## src/assert_macros.svh

```systemverilog
// Assertion macros shared by the servo sweep controller RTL.
// Included by files that carry concurrent assertions; no other dependencies.
`ifndef ASSERT_MACROS_SVH
`define ASSERT_MACROS_SVH

// Property checked on every rising edge, switched off while reset is held.
`define SSC_ASSERT(label, clk, rst_n, prop) \
    label: assert property (@(posedge clk) disable iff (!rst_n) prop) \
        else $error("servo sweep controller assertion failed");

// Condition in a cycle implies a property in the next.
`define SSC_ASSERT_NEXT(label, clk, rst_n, cond, prop) \
    `SSC_ASSERT(label, clk, rst_n, (cond) |=> (prop))

`endif

```

## src/ssc_pkg.sv

```systemverilog
// Package for the servo sweep controller: word types, state, constants, codes.
// No dependencies; imported by every module of the block.
`timescale 1ns / 1ps

package ssc_pkg;

    localparam int CFG_INDEX_W = 3;
    localparam int CFG_DATA_W  = 10;

    // Command codes
    localparam logic [2:0] CMD_TICK     = 3'd0;
    localparam logic [2:0] CMD_SET      = 3'd1;
    localparam logic [2:0] CMD_OVERRIDE = 3'd2;
    localparam logic [2:0] CMD_RELEASE  = 3'd3;
    localparam logic [2:0] CMD_TOGGLE   = 3'd4;
    localparam logic [2:0] CMD_INC      = 3'd5;
    localparam logic [2:0] CMD_DEC      = 3'd6;

    // Register indexes
    localparam logic [CFG_INDEX_W-1:0] REG_STEP_INTERVAL = 3'd0;
    localparam logic [CFG_INDEX_W-1:0] REG_RELAY_PRESENT = 3'd1;
    localparam logic [CFG_INDEX_W-1:0] REG_AUTO_DETACH   = 3'd2;
    localparam logic [CFG_INDEX_W-1:0] REG_DETACH_DELAY  = 3'd3;
    localparam logic [CFG_INDEX_W-1:0] REG_START_STATE   = 3'd4;
    localparam logic [CFG_INDEX_W-1:0] REG_INVERT_START  = 3'd5;
    localparam logic [CFG_INDEX_W-1:0] REG_MIN_START     = 3'd6;
    localparam logic [CFG_INDEX_W-1:0] REG_MAX_START     = 3'd7;

    localparam logic [7:0]  LIMIT_HIGH = 8'd160;
    localparam logic [7:0]  LIMIT_LOW  = 8'd20;
    localparam logic [7:0]  NUDGE      = 8'd2;
    localparam logic [8:0]  STEP_SAT   = 9'h1FF;
    localparam logic [10:0] IDLE_SAT   = 11'h7FF;

    typedef struct packed {
        logic [2:0] command;
        logic [7:0] value;
    } cmd_word_t;

    typedef struct packed {
        logic [7:0] position;
        logic       drive_engaged;
        logic       relay_level;
        logic       position_written;
    } res_word_t;

    typedef struct packed {
        logic [7:0] step_interval;
        logic       relay_present;
        logic       auto_detach;
        logic [9:0] detach_delay;
        logic       start_state;
        logic       relay_invert_start;
        logic [7:0] min_start;
        logic [7:0] max_start;
    } cfg_t;

    localparam cfg_t CFG_RESET = '{
        step_interval:      8'd20,
        relay_present:      1'b1,
        auto_detach:        1'b1,
        detach_delay:       10'd500,
        start_state:        1'b0,
        relay_invert_start: 1'b0,
        min_start:          8'd90,
        max_start:          8'd90
    };

    typedef struct packed {
        logic [7:0]  current_position;
        logic [7:0]  previous_position;
        logic [7:0]  low_endpoint;
        logic [7:0]  high_endpoint;
        logic        switch_state;
        logic        override_active;
        logic [7:0]  override_target;
        logic        relay_invert;
        logic        relay_out;
        logic        engaged;
        logic        startup_pending;
        logic [8:0]  step_elapsed;
        logic [10:0] idle_elapsed;
    } state_t;

    // Configuration write as seen by the core: reload strobe and the full next configuration.
    typedef struct packed {
        logic reload;
        cfg_t cfg;
    } cfg_ctrl_t;

    function automatic state_t load_state(input cfg_t c);
        state_t s;
        s.low_endpoint      = c.min_start;
        s.high_endpoint     = c.max_start;
        s.switch_state      = c.start_state;
        s.current_position  = c.start_state ? c.max_start : c.min_start;
        s.previous_position = s.current_position;
        s.relay_invert      = c.relay_invert_start;
        s.override_active   = 1'b0;
        s.override_target   = 8'd0;
        s.relay_out         = 1'b0;
        s.engaged           = 1'b0;
        s.startup_pending   = 1'b1;
        s.step_elapsed      = 9'd0;
        s.idle_elapsed      = 11'd0;
        return s;
    endfunction

endpackage

```

## src/ssc_cfg.sv

```systemverilog
// Configuration register file of the servo sweep controller.
// Depends on ssc_pkg; flags a state reload when a start register is written.
`timescale 1ns / 1ps

module ssc_cfg
(
    input  logic                               clk,
    input  logic                               rst_n,
    input  logic                               cfg_valid,
    input  logic                               cfg_ready,
    input  logic [ssc_pkg::CFG_INDEX_W-1:0]    cfg_index,
    input  logic [ssc_pkg::CFG_DATA_W-1:0]     cfg_data,
    output ssc_pkg::cfg_ctrl_t                 ctrl
);
    import ssc_pkg::*;

    cfg_t cfg_reg;
    cfg_t cfg_next;
    logic wr;

    assign wr = cfg_valid && cfg_ready;

    always_comb
    begin
        cfg_next = cfg_reg;
        if (wr)
        begin
            case (cfg_index)
                REG_STEP_INTERVAL: cfg_next.step_interval      = cfg_data[7:0];
                REG_RELAY_PRESENT: cfg_next.relay_present      = cfg_data[0];
                REG_AUTO_DETACH:   cfg_next.auto_detach        = cfg_data[0];
                REG_DETACH_DELAY:  cfg_next.detach_delay       = cfg_data[9:0];
                REG_START_STATE:   cfg_next.start_state        = cfg_data[0];
                REG_INVERT_START:  cfg_next.relay_invert_start = cfg_data[0];
                REG_MIN_START:     cfg_next.min_start          = cfg_data[7:0];
                REG_MAX_START:     cfg_next.max_start          = cfg_data[7:0];
                default:           cfg_next = cfg_reg;
            endcase
        end
    end

    always_ff @(posedge clk or negedge rst_n)
    begin
        if (!rst_n)
        begin
            cfg_reg <= CFG_RESET;
        end
        else
        begin
            cfg_reg <= cfg_next;
        end
    end

    // Hand the core the values that take effect at this edge.
    assign ctrl.reload = wr && (cfg_index inside {REG_START_STATE, REG_INVERT_START,
                                                  REG_MIN_START, REG_MAX_START});
    assign ctrl.cfg    = cfg_next;

endmodule

```

## src/ssc_step.sv

```systemverilog
// Per-word update logic of the servo sweep controller (combinational).
// Depends on ssc_pkg; maps state, configuration and one command to new state.
`timescale 1ns / 1ps

module ssc_step
(
    input  ssc_pkg::state_t    st,
    input  ssc_pkg::cfg_t      cfg,
    input  ssc_pkg::cmd_word_t word,
    output ssc_pkg::state_t    st_next,
    output ssc_pkg::res_word_t res
);
    import ssc_pkg::*;

    logic signed [8:0] diff;
    logic signed [8:0] diff_adj;
    logic signed [8:0] half;
    logic [7:0]        mid;
    logic [7:0]        setpoint;
    logic [7:0]        new_pos;
    logic [8:0]        se;
    logic [10:0]       ie;
    logic              written;

    // Midpoint with the halving truncated toward zero.
    assign diff     = $signed({1'b0, st.high_endpoint}) - $signed({1'b0, st.low_endpoint});
    assign diff_adj = diff + $signed({8'd0, diff[8]});
    assign half     = diff_adj >>> 1;
    assign mid      = half[7:0] + st.low_endpoint;

    assign setpoint = st.override_active ? st.override_target
                    : (st.switch_state ? st.high_endpoint : st.low_endpoint);

    always_comb
    begin
        if (st.current_position < setpoint)
        begin
            new_pos = st.current_position + 8'd1;
        end
        else if (st.current_position > setpoint)
        begin
            new_pos = st.current_position - 8'd1;
        end
        else
        begin
            new_pos = st.current_position;
        end
    end

    always_comb
    begin
        st_next = st;
        written = 1'b0;
        se      = (st.step_elapsed < STEP_SAT) ? st.step_elapsed + 9'd1 : st.step_elapsed;
        ie      = (st.idle_elapsed < IDLE_SAT) ? st.idle_elapsed + 11'd1 : st.idle_elapsed;
        case (word.command)
            CMD_TICK:
            begin
                st_next.step_elapsed = se;
                st_next.idle_elapsed = ie;
                if (se > {1'b0, cfg.step_interval})
                begin
                    st_next.step_elapsed = 9'd0;
                    if (cfg.relay_present)
                    begin
                        st_next.relay_out = (st.current_position < mid) ^ st.relay_invert;
                    end
                    st_next.current_position = new_pos;
                    if ((st.previous_position != new_pos) || st.startup_pending)
                    begin
                        st_next.previous_position = new_pos;
                        written                   = 1'b1;
                        st_next.idle_elapsed      = 11'd0;
                        if (((new_pos != setpoint) || st.startup_pending) && !st.engaged)
                        begin
                            st_next.engaged         = 1'b1;
                            st_next.startup_pending = 1'b0;
                        end
                    end
                end
                if (st_next.engaged && cfg.auto_detach &&
                    (st_next.idle_elapsed > {1'b0, cfg.detach_delay}))
                begin
                    st_next.engaged = 1'b0;
                end
            end
            CMD_SET:
            begin
                st_next.switch_state = |word.value;
            end
            CMD_OVERRIDE:
            begin
                st_next.override_target = word.value;
                st_next.override_active = 1'b1;
                st_next.idle_elapsed    = 11'd0;
            end
            CMD_RELEASE:
            begin
                st_next.override_active = 1'b0;
            end
            CMD_TOGGLE:
            begin
                st_next.relay_invert = ~st.relay_invert;
            end
            CMD_INC:
            begin
                if (st.switch_state && (st.high_endpoint <= LIMIT_HIGH))
                begin
                    st_next.high_endpoint = st.high_endpoint + NUDGE;
                end
                else if (st.low_endpoint <= LIMIT_HIGH)
                begin
                    st_next.low_endpoint = st.low_endpoint + NUDGE;
                end
            end
            CMD_DEC:
            begin
                if (st.switch_state && (st.high_endpoint >= LIMIT_LOW))
                begin
                    st_next.high_endpoint = st.high_endpoint - NUDGE;
                end
                else if (st.low_endpoint >= LIMIT_LOW)
                begin
                    st_next.low_endpoint = st.low_endpoint - NUDGE;
                end
            end
            default:
            begin
                st_next = st;
            end
        endcase
    end

    assign res.position         = st_next.current_position;
    assign res.drive_engaged    = st_next.engaged;
    assign res.relay_level      = st_next.relay_out;
    assign res.position_written = written;

endmodule

```

## src/servo_sweep_controller_unit.sv

```systemverilog
// Top level of the servo sweep controller: input register, state, result register.
// Depends on ssc_pkg, ssc_cfg, ssc_step and assert_macros.svh.
`timescale 1ns / 1ps
`include "assert_macros.svh"

// Channel   | Signals                                | Direction | Handshake
// ----------+----------------------------------------+-----------+---------------------
// command   | cmd_valid, cmd_stall, cmd_word         | in        | valid high, stall low
// result    | res_valid, res_stall, res_word         | out       | valid high, stall low
// config    | cfg_valid, cfg_ready, cfg_index, cfg_data | in     | valid and ready high
//
// Flow: one word accepted per clock while cmd_stall is low; a result passes the
//   command register, then the result register. The state update is a single pass
//   of ssc_step between the two, so back-to-back words see each other's effects.
// Reset: rst_n is asynchronous, active low; registers take their documented reset
//   values and state loads from them at once, with no clearing pass.
// Stalls: a stalled result holds the command register, and cmd_stall rises only
//   when the command register is full and cannot move on.
// Configuration is taken only while the command register is empty.

module servo_sweep_controller_unit
(
    input  logic                             clk,
    input  logic                             rst_n,
    input  logic                             cmd_valid,
    output logic                             cmd_stall,
    input  ssc_pkg::cmd_word_t               cmd_word,
    output logic                             res_valid,
    input  logic                             res_stall,
    output ssc_pkg::res_word_t               res_word,
    input  logic                             cfg_valid,
    output logic                             cfg_ready,
    input  logic [ssc_pkg::CFG_INDEX_W-1:0]  cfg_index,
    input  logic [ssc_pkg::CFG_DATA_W-1:0]   cfg_data
);
    import ssc_pkg::*;

    logic      s1_valid_reg;
    logic      s1_valid_next;
    cmd_word_t s1_word_reg;
    logic      res_valid_reg;
    logic      res_valid_next;
    res_word_t res_word_reg;
    state_t    state_reg;
    state_t    state_next;
    state_t    step_state;
    res_word_t step_res;
    cfg_ctrl_t cfg_ctrl;
    logic      s1_adv;
    logic      cmd_take;

    // Advance the command register whenever the result register is free or draining.
    assign s1_adv    = s1_valid_reg && (!res_valid_reg || !res_stall);
    assign cmd_stall = s1_valid_reg && !s1_adv;
    assign cmd_take  = cmd_valid && !cmd_stall;
    assign cfg_ready = !s1_valid_reg;

    ssc_cfg u_cfg
    (
        .clk       (clk),
        .rst_n     (rst_n),
        .cfg_valid (cfg_valid),
        .cfg_ready (cfg_ready),
        .cfg_index (cfg_index),
        .cfg_data  (cfg_data),
        .ctrl      (cfg_ctrl)
    );

    // The configuration seen by the step logic equals the stored registers here,
    // since writes only land while the command register is empty.
    ssc_step u_step
    (
        .st      (state_reg),
        .cfg     (cfg_ctrl.cfg),
        .word    (s1_word_reg),
        .st_next (step_state),
        .res     (step_res)
    );

    assign s1_valid_next  = cmd_take || (s1_valid_reg && !s1_adv);
    assign res_valid_next = s1_adv || (res_valid_reg && res_stall);

    always_comb
    begin
        if (cfg_ctrl.reload)
        begin
            state_next = load_state(cfg_ctrl.cfg);
        end
        else if (s1_adv)
        begin
            state_next = step_state;
        end
        else
        begin
            state_next = state_reg;
        end
    end

    always_ff @(posedge clk or negedge rst_n)
    begin
        if (!rst_n)
        begin
            s1_valid_reg  <= 1'b0;
            res_valid_reg <= 1'b0;
            state_reg     <= load_state(CFG_RESET);
        end
        else
        begin
            s1_valid_reg  <= s1_valid_next;
            res_valid_reg <= res_valid_next;
            state_reg     <= state_next;
        end
    end

    // Payload registers: capture on accept, hold otherwise.
    always_ff @(posedge clk)
    begin
        if (cmd_take)
        begin
            s1_word_reg <= cmd_word;
        end
        if (s1_adv)
        begin
            res_word_reg <= step_res;
        end
    end

    assign res_valid = res_valid_reg;
    assign res_word  = res_word_reg;

    // A word leaving the command register always lands in the result register.
    `SSC_ASSERT_NEXT(a_adv_lands, clk, rst_n, s1_adv, res_valid_reg)
    // Only ticks write a position.
    `SSC_ASSERT_NEXT(a_cmd_no_write, clk, rst_n,
        s1_adv && (s1_word_reg.command != CMD_TICK), !res_word_reg.position_written)
    // Only ticks move the position.
    `SSC_ASSERT_NEXT(a_cmd_pos_hold, clk, rst_n,
        s1_adv && (s1_word_reg.command != CMD_TICK), $stable(state_reg.current_position))
    // Drive engages only together with a position write.
    `SSC_ASSERT(a_engage_written, clk, rst_n,
        $rose(state_reg.engaged) |-> res_word_reg.position_written)

endmodule

```

## config.mk

```make
export PLATFORM = sky130hd
export DESIGN_NAME = servo_sweep_controller_unit
export DESIGN_NICKNAME = d
export VERILOG_FILES = /design/src/ssc_pkg.sv /design/src/ssc_cfg.sv /design/src/ssc_step.sv /design/src/servo_sweep_controller_unit.sv
export VERILOG_INCLUDE_DIRS = /design/src /design/src/src
export SDC_FILE = /design/constraint.sdc
export NUM_CORES = 1
export LEC_CHECK = 0
export ABC_CLOCK_PERIOD_IN_PS = 7100
export BUFFER_PORTS_ARGS = -buffer_cell sky130_fd_sc_hd__buf_2
export CAP_MARGIN = 20
export CORE_ASPECT_RATIO = 0.7
export CORE_UTILIZATION = 30
export DETAILED_ROUTE_END_ITERATION = 10
export PLACE_DENSITY = 0.49
export SETUP_SLACK_MARGIN = 0.5
export SYNTH_ARGS = -nofsm -noshare
export SYNTH_HDL_FRONTEND = slang
export SYNTH_SLANG_ARGS = --single-unit
```

## constraint.sdc

```tcl
create_clock -name clk -period 7.1 [get_ports clk]
set_input_delay 1.42 -clock clk [delete_from_list [all_inputs] [get_ports clk]]
set_output_delay 1.42 -clock clk [all_outputs]
set_load 0.1 [all_outputs]
```

---- Yosys cells after proc, flatten, opt, wreduce, memory -nomap -nowiden ----
Index checks and enable logic that the tools add are counted.
word-level totals
  bits in registers ....................... 128
  output and inout bits ................... 14
  word-level logic and storage cells ...... 164
cells by class
  $add $sub $neg .......................... 11
  order comparisons ....................... 11
  eq/ne operators ......................... 21
  mux-type cells .......................... 42
  bitwise logic cells ..................... 2
  reductions and logical operators ........ 48
operators with widths
  operator                                                           number
  2-to-1 mux 66 bit                                                  2
  2-to-1 mux 8 bit                                                   16
  2-to-1 mux 23 bit                                                  2
  2-to-1 mux 38 bit                                                  1
  2-to-1 mux 16 bit                                                  2
  one-hot mux 16 bit (2 select lines)                                1
  2-to-1 mux 11 bit                                                  2
  one-hot mux 11 bit (2 select lines)                                1
  == test 3 bit, second input constant                               7
  adder 8 x 2 -> 8 bit, second input constant                        2
  greater-or-equal comparator 8 x 5 -> 1 bit, second input constant  2
  less-or-equal comparator 8 bit, second input constant              2
  less-than comparator 8 bit                                         2
  != test 8 bit                                                      2
  nonzero test 2 bit                                                 8
  subtractor 8 x 2 -> 8 bit, second input constant                   2
  AND reduction 2 bit                                                7
  == test 3 x 2 -> 1 bit, second input constant                      4
  2-to-1 mux 12 bit                                                  1
  != test 3 x 2 -> 1 bit, second input constant                      4
  adder 11 x 1 -> 11 bit, second input constant                      1
  greater-than comparator 11 x 10 -> 1 bit                           1
  logical AND 1 bit                                                  11
  less-than comparator 11 bit, second input constant                 1
  other kinds (27)                                                   51

---- Logic depth before layout (Yosys ltp) ----
Gate-level depths: netlist of run 1.
  word-level depth ........................ 18
  depth in mapped cells ................... 28
  mapped depth without buffers ............ 28

---- Modules after synthesis ----
A second synthesis of run 1 with hierarchy kept.
second synthesis, totals
  cells, all modules ...................... 1089
  area, all modules ....................... 9598.0 µm²
by module, submodules not included
  module                       instances  cells each  area an instance (µm²)
  ssc_step                     1          642         4371.7
  servo_sweep_controller_unit  1          356         3692.3
  ssc_cfg                      1          91          1534.0

---- Worst setup path before layout of run 1 ----
OpenSTA, ideal clock, no wires.
  path kind ............................... input to register
  start ................................... input cfg_index[2] (netlist bit)
  end ..................................... register res_word_reg, in the netlist res_word[2] (data pin)
  arrival time ............................ 6002 ps
  required time ........................... 6948 ps
  slack ................................... 946 ps
  stages .................................. 24
  buffers on the path ..................... 2
  cells stage by stage .................... nor3b_1 > nor3b_1 > buf_1 > mux2i_1 > ha_1 > or4_1 > o211ai_1 > a21oi_1 > o22ai_1 > and2_1 > clkbuf_1 > a21oi_2 > a21oi_1 > ha_1 > nor2b_1 > o21a_1 > o21a_1 > o21ai_0 > nand2b_1 > a21oi_1 > nor2_1 > a2111oi_0 > o22ai_2 > a31oi_1
RTL lines
  what                    RTL line                            source
  start: declaration      servo_sweep_controller_unit.sv:33   input logic [ssc_pkg::CFG_INDEX_W-1:0] cfg_index,
  end signal: assignment  servo_sweep_controller_unit.sv:124  res_word_reg <= step_res;
  end: declaration        servo_sweep_controller_unit.sv:43   res_word_t res_word_reg;

==> impl_metrics.toml, run 1 <==
[global_route]
groute.usage.overall = 0.1702
antenna_found_initial = 0
grt_max_degree = 66
grt_pass1_wl_mm = 37.78
grt_pass1_vias = 6418
grt-ovfl-total = 0

[synthesis]
yosys-top-cells-area = "dfrtp_1 (20%), dfstp_2 (11%), ha_1 (9.0%), edfxtp_1 (7.6%), mux2i_1 (5.3%)"
synthArstFlopShare = 0.8281
netlist.area_leader.share = 0.2037
ys_seq_elements = 128
ys.flop_type = "dfrtp_1"
synth_edf_count = 22
avgSynthCellArea_sq_um = 9.594
yosys.area.top_type = "dfrtp_1"
yosysMostFrequentCell = "nand2_1"
synth_nets = 1005
synth_warnings = 0
synthTopCellsByCount = "nand2_1 (84), dfrtp_1 (71), inv_1 (64)"
synthesis.instances = 909
ys_types = 72
ys_seq_area_frac = 0.3849
netlist_area_sq_um = 8721

[floorplan]
rows = 51
core_area_sq_um = 28200
ios = 43
die_h_microns = 144.7
die_area_sq_um = 29770
initial_utilization = 0.3092
die_w_microns = 205.8

[sta]
clock_skew_ns = 0.01027
maxSlewHeadroom = 0.3542
max_freq_mhz = 163.9
finalSetupTns_ns = 0
whs_ns = 0.4873
min_period_ns = 6.102
worst_pin_slew_ns = 0.9652
rsz0062_at_grt = "false"
final-setup-viol-count = 0
hold_viol_final = 0
period_share = 0.8594
final_max_slew_viol_count = 0

[hold_path]
whs_path_depth = 2
hold-path-endpoint = "state_reg[27]$_DFFE_PN0P_"
hold_path.class = "flip-flop to flip-flop"
min-delay-start = "s1_word_reg[3]$_DFFE_PP_"

[final_layout]
largest_register_ffs = 66
drive_gt1_frac = 0.1715
design_area_sq_um = 9996
layout.nets = 1045
instances_no_fill = 1334
syn2layout_area_growth_pct = 14.62

[detailed_routing]
drcViolationCount = 0
wl_per_cell_microns = 18.16
vias_per_cell = 5.142
drtIter0Drc = 482
num_vias = 6860
postRouteWirelength_mm = 24.23
first_pass_iters = 5
antenna_left = 0

[setup_path]
critPathTopFamily = "compound AO/OA/AOI/OAI gates"
critPathMaxStageDelay_ns = 0.54
critPathCaptureType = "flip-flop"
r2r_end = "res_word[2]$_DFFE_PP_"
path_buf_inv = 0
crit_fanout = 12
crit_required_ns = 7.36
critPathArrivalTime_ns = 6.37
reg2reg_depth = 24
crit_chain = "mux2i_1, nor2_1, a21oi_1, ha_1, nor2b_1, o31ai_1, a21o_2, nand2_1, mux2i_2, a221o_1, nor4_4, a21oi_2, a21oi_1, ha_1, nor2b_1, o21a_1, o21a_1, o21ai_0, nand2b_1, a21oi_1, nor2_1, a2111oi_1, o22ai_2, a31oi_1"
r2r_setup_slack_ns = 1.0
cp_common_cell = "a21oi_1"
r2r_start = "state_reg[33]$_DFFE_PN0P_"
crit_path_start = "state_reg[33]$_DFFE_PN0P_"
path_class = "flip-flop to flip-flop"
crit_slowest_cell = "dfrtp_2"
cp-start-kind = "flip-flop"

[power_and_ir_drop]
power.density_nw_per_um2 = 454.1
leakagePower_nw = 4.566
total_power_mw = 4.539
ir_drop_mv = 0.2138

[placed_design]
gp_congestion = 0.8546
dp.cells = 1301
placed_cell_area_sq_um = 9365
hpwl_mm = 18.30
port_buffers = 42

[clock_tree]
clock_path_buffers = 2
cts_tree = "yes"
clkSinkCount = 128
h-tree-depth = 4
root_buffer = "clkbuf_16"
cts_setup_buffers = 0
cts_made_buffers = 17
insertion_delay_ns = 0.42
post_cts_resize_count = 0
path_clk_slew_ns = 0.06
cts_hold_buf = 0

[run]
cap_violations = 0

[status]
status = "complete, no violations"
worst register-to-register path, delay by kind of cell (launching register included):
kind,cells,cell delay (ns)
and+or+nand+nor,7,1.13
adders and majority gates,2,0.56
muxes,2,0.50
DFF,1,0.54
AOI/OAI and AO/OA,13,3.22
cells in the final DEF (no fill, tap or decap), drive strengths merged, types with 25 or more instances in the layout:
cell,netlist,layout
o21ai,48,48
ha,63,63
mux2i,47,47
nor2,64,64
xor2,28,28
xnor2,43,43
buf,10,58
a21oi,62,62
a21o,25,25
dfrtp,71,71
inv,64,66
dfstp,35,35
nand2,84,84
per-layer routing:
layer / global-route usage / wire length (microns)
met3: 0.03627 / 1034
met5: 0 / 0
met4: 0.03135 / 145
met2: 0.2137 / 9111
met1: 0.2840 / 13940
logic make-up after synthesis:
| group | Yosys count | share of synthesized area |
|---|---|---|
| buffers and inverters | 101 | 0.04562 |
| AO/OA/AOI/OAI | 212 | 0.1593 |
| AND/OR/NAND/NOR | 257 | 0.1462 |
| adder cells (fa/ha/maj) | 67 | 0.09957 |
| flip-flops | 128 | 0.3849 |
| multiplexers | 69 | 0.08278 |
| XOR/XNOR | 75 | 0.08164 |
worst max path at each step:
stage	endpoint	slack [ns]	depth (start not counted)
final	res_word[2]$_DFFE_PP_	1.0	24
after global routing	res_word[2]$_DFFE_PP_	0.53	24
after CTS	res_word[2]$_DFFE_PP_	0.81	24
after detailed placement	res_word[2]$_DFFE_PP_	0.86	25
after global placement	res_word[2]$_DFFE_PP_	0.94	25
after floorplan	res_word[2]$_DFFE_PP_	0.95	24
final cells by class:
| class | count | area [sq um] |
|---|---|---|
| diodes | 1 | 2.502 |
| clock buffers | 19 | 432.9 |
| clock inverters | 13 | 186.4 |
| fillers | 2898 | 18210 |
| inverters | 64 | 240.2 |
| multi-input cells | 680 | 4979 |
| flip-flops and latches | 128 | 3358 |
| well taps | 371 | 464.2 |
| repair buffers | 58 | 332.8 |
power breakdown:
group / switching (mW) / internal, mW / total [mW]
sequential: 0.201 / 0.950 / 1.15
clock: 0.351 / 0.590 / 0.941
combinational: 1.39 / 1.06 / 2.45
total: 1.94 / 2.60 / 4.54
per-stage QoR:
step                      utilization  worst slack, ns
after floorplan                     -           0.9464
after global placement         0.3320           0.9372
after detailed placement       0.3320           0.8632
after CTS                      0.3540           0.8119
after global routing           0.3543           0.5301
final                          0.3544           0.9980
Power figures use the tool's default switching activity.
==> run 2: changes to the inputs <==
--- a/config.mk
+++ b/config.mk
@@ -13,7 +13,9 @@
 export CORE_UTILIZATION = 30
 export DETAILED_ROUTE_END_ITERATION = 10
 export PLACE_DENSITY = 0.49
+export REMOVE_ABC_BUFFERS = 1
 export SETUP_SLACK_MARGIN = 0.5
 export SYNTH_ARGS = -nofsm -noshare
 export SYNTH_HDL_FRONTEND = slang
+export SYNTH_HIERARCHICAL = 1
 export SYNTH_SLANG_ARGS = --single-unit
==> impl_metrics.toml, run 2 <==
[clock_tree]
cts_setup_buffers = 0
insertion_delay_ns = 0.44
clkSinkCount = 128
post_cts_resize_count = 0
h-tree-depth = 4
clock_path_buffers = 2
root_buffer = "clkbuf_16"
path_clk_slew_ns = 0.06
cts_tree = "yes"
cts_hold_buf = 0
cts_made_buffers = 17

[synthesis]
yosysMostFrequentCell = "nand2_1"
netlist.area_leader.share = 0.1851
ys_types = 74
synth_edf_count = 22
ys.flop_type = "dfrtp_1"
synthTopCellsByCount = "nand2_1 (156), a21oi_1 (142), dfrtp_1 (71)"
yosys-top-cells-area = "dfrtp_1 (19%), dfstp_2 (9.6%), ha_1 (7.4%), a21oi_1 (7.4%), edfxtp_1 (6.9%)"
avgSynthCellArea_sq_um = 8.814
ys_seq_elements = 128
yosys.area.top_type = "dfrtp_1"
synthArstFlopShare = 0.8281
ys_seq_area_frac = 0.3498
synthesis.instances = 1089
netlist_area_sq_um = 9598
synth_warnings = 6

[global_route]
grt-ovfl-total = 0
antenna_found_initial = 0
groute.usage.overall = 0.1788
grt_pass1_wl_mm = 45.04
grt_max_degree = 65
grt_pass1_vias = 7513

[power_and_ir_drop]
power.density_nw_per_um2 = 390.0
total_power_mw = 4.146
ir_drop_mv = 0.2358
leakagePower_nw = 4.444

[setup_path]
path_class = "flip-flop to flip-flop"
reg2reg_depth = 25
crit_fanout = 13
cp_common_cell = "a21oi_1"
r2r_start = "state_reg[33]$_DFFE_PN0P_"
crit_required_ns = 7.45
r2r_setup_slack_ns = 1.15
critPathArrivalTime_ns = 6.30
cp-start-kind = "flip-flop"
crit_slowest_cell = "dfrtp_1"
critPathMaxStageDelay_ns = 0.72
r2r_end = "state_reg[21]$_DFFE_PN0P_"
critPathCaptureType = "flip-flop"

[final_layout]
largest_register_ffs = 66
layout_common_cells = "nand2_1 (156), a21oi_1 (142), dfrtp_1 (71)"
antenna_cells = 0
final_common_cell = "nand2_1"
drive_gt1_frac = 0.1736
multi_input_area_sq_um = 5673
nFillCells = 3248
utilization = 0.3399
syn2layout_area_growth_pct = 10.77
layout.nets = 1181
seqCellArea_sq_um = 3357

[detailed_routing]
postRouteWirelength_mm = 28.20
antenna_left = 0
drtIter0Drc = 820
vias_per_cell = 5.218
num_vias = 7962
first_pass_iters = 5
drcViolationCount = 0
wl_per_cell_microns = 18.48

[hold_path]
hold-path-endpoint = "state_reg[54]$_DFFE_PN1P_"
hold_path.class = "flip-flop to flip-flop"
whs_path_depth = 2
min-delay-start = "state_reg[54]$_DFFE_PN1P_"

[placed_design]
gp_congestion = 0.8279
preCtsSetupSlack_ns = 0.8599
port_buffers = 42
hpwl_mm = 20.02

[sta]
clock_skew_ns = 0.01384
final-setup-viol-count = 0
min_period_ns = 5.948
worst_pin_slew_ns = 0.9467
final_max_slew_viol_count = 0
finalWorstSetupSlack_ns = 1.152
maxSlewHeadroom = 0.3679
max_freq_mhz = 168.1
period_share = 0.8378
rsz0062_at_grt = "false"
hold_viol_final = 0
finalSetupTns_ns = 0

[floorplan]
initial_utilization = 0.3068
rows = 54
die_h_microns = 151.7
die_area_sq_um = 32720
core_area_sq_um = 31280
die_w_microns = 215.8
ios = 43

[status]
status = "complete, no violations"

[run]
cap_violations = 0
## run 2: cell types whose count changed in the layout (fill, tap and decap cells not counted), sizes merged, moves of 14 or more
cell	change
a21oi	+81
nand2	+72
mux2	+30
mux2i	-25
o21ai	-15
a21o	-14
## run 2: final cells by class
| type | count | share of cell area |
|---|---|---|
| clock inverter | 12 | 0.01212 |
| multi-input combinational | 843 | 0.5336 |
| timing repair buffer | 52 | 0.02707 |
| inverter | 51 | 0.01812 |
| clock buffer | 20 | 0.04390 |
| sequential | 128 | 0.3158 |
| tap | 420 | 0.04943 |
## run 2: where the power goes
part           switching (mW)  leakage [nW]  internal, mW  total (mW)
logic                    1.21          2.66         0.869        2.08
clock network           0.360         0.286         0.545       0.904
registers               0.220          1.50         0.941        1.16
total                    1.79          4.44          2.35        4.15
## run 2: how the worst max path moves through the flow
stage | startpoint | to | depth (start not counted)
2_1_floorplan | cfg_index[2] | state_reg[21]$_DFFE_PN0P_ | 26
5_1_grt | state_reg[33]$_DFFE_PN0P_ | state_reg[21]$_DFFE_PN0P_ | 25
3_3_place_gp | cfg_index[2] | state_reg[21]$_DFFE_PN0P_ | 27
6_report | state_reg[33]$_DFFE_PN0P_ | state_reg[21]$_DFFE_PN0P_ | 25
4_1_cts | state_reg[33]$_DFFE_PN0P_ | state_reg[21]$_DFFE_PN0P_ | 25
3_5_place_dp | cfg_index[2] | state_reg[21]$_DFFE_PN0P_ | 27
## run 2: metrics by stage
step	instances	area [sq um]	hold slack (ns)
after floorplan	1022	9220	0.4578
after global placement	1494	10030	0.4750
after detailed placement	1494	10030	0.4777
after CTS	1526	10630	0.4856
after global routing	1526	10630	0.5129
final	1526	10630	0.4819
## run 2: kinds of logic after synthesis
logic type | share of synthesized area
simple gates | 0.1899
mux | 0.08708
fa+ha+maj | 0.07848
flops | 0.3498
xor+xnor | 0.06440
compound gates | 0.1709
buf+inv | 0.05944
## run 2: layer usage
metal,part of all wire,global-route usage
met1,0.55,0.2819
met2,0.39,0.2379
met3,0.053,0.04391
met4,0.0082,0.03546
met5,0,0
## run 2: worst max-delay path: cells and delay by family, from the launching register on
family / cells / cell delay (ns)
adders and majority gates: 2 / 0.62
xor gates and xnor gates: 1 / 0.24
DFF: 1 / 0.72
and+or+nand+nor: 9 / 1.36
muxes: 1 / 0.25
AOI/OAI and AO/OA: 12 / 2.68
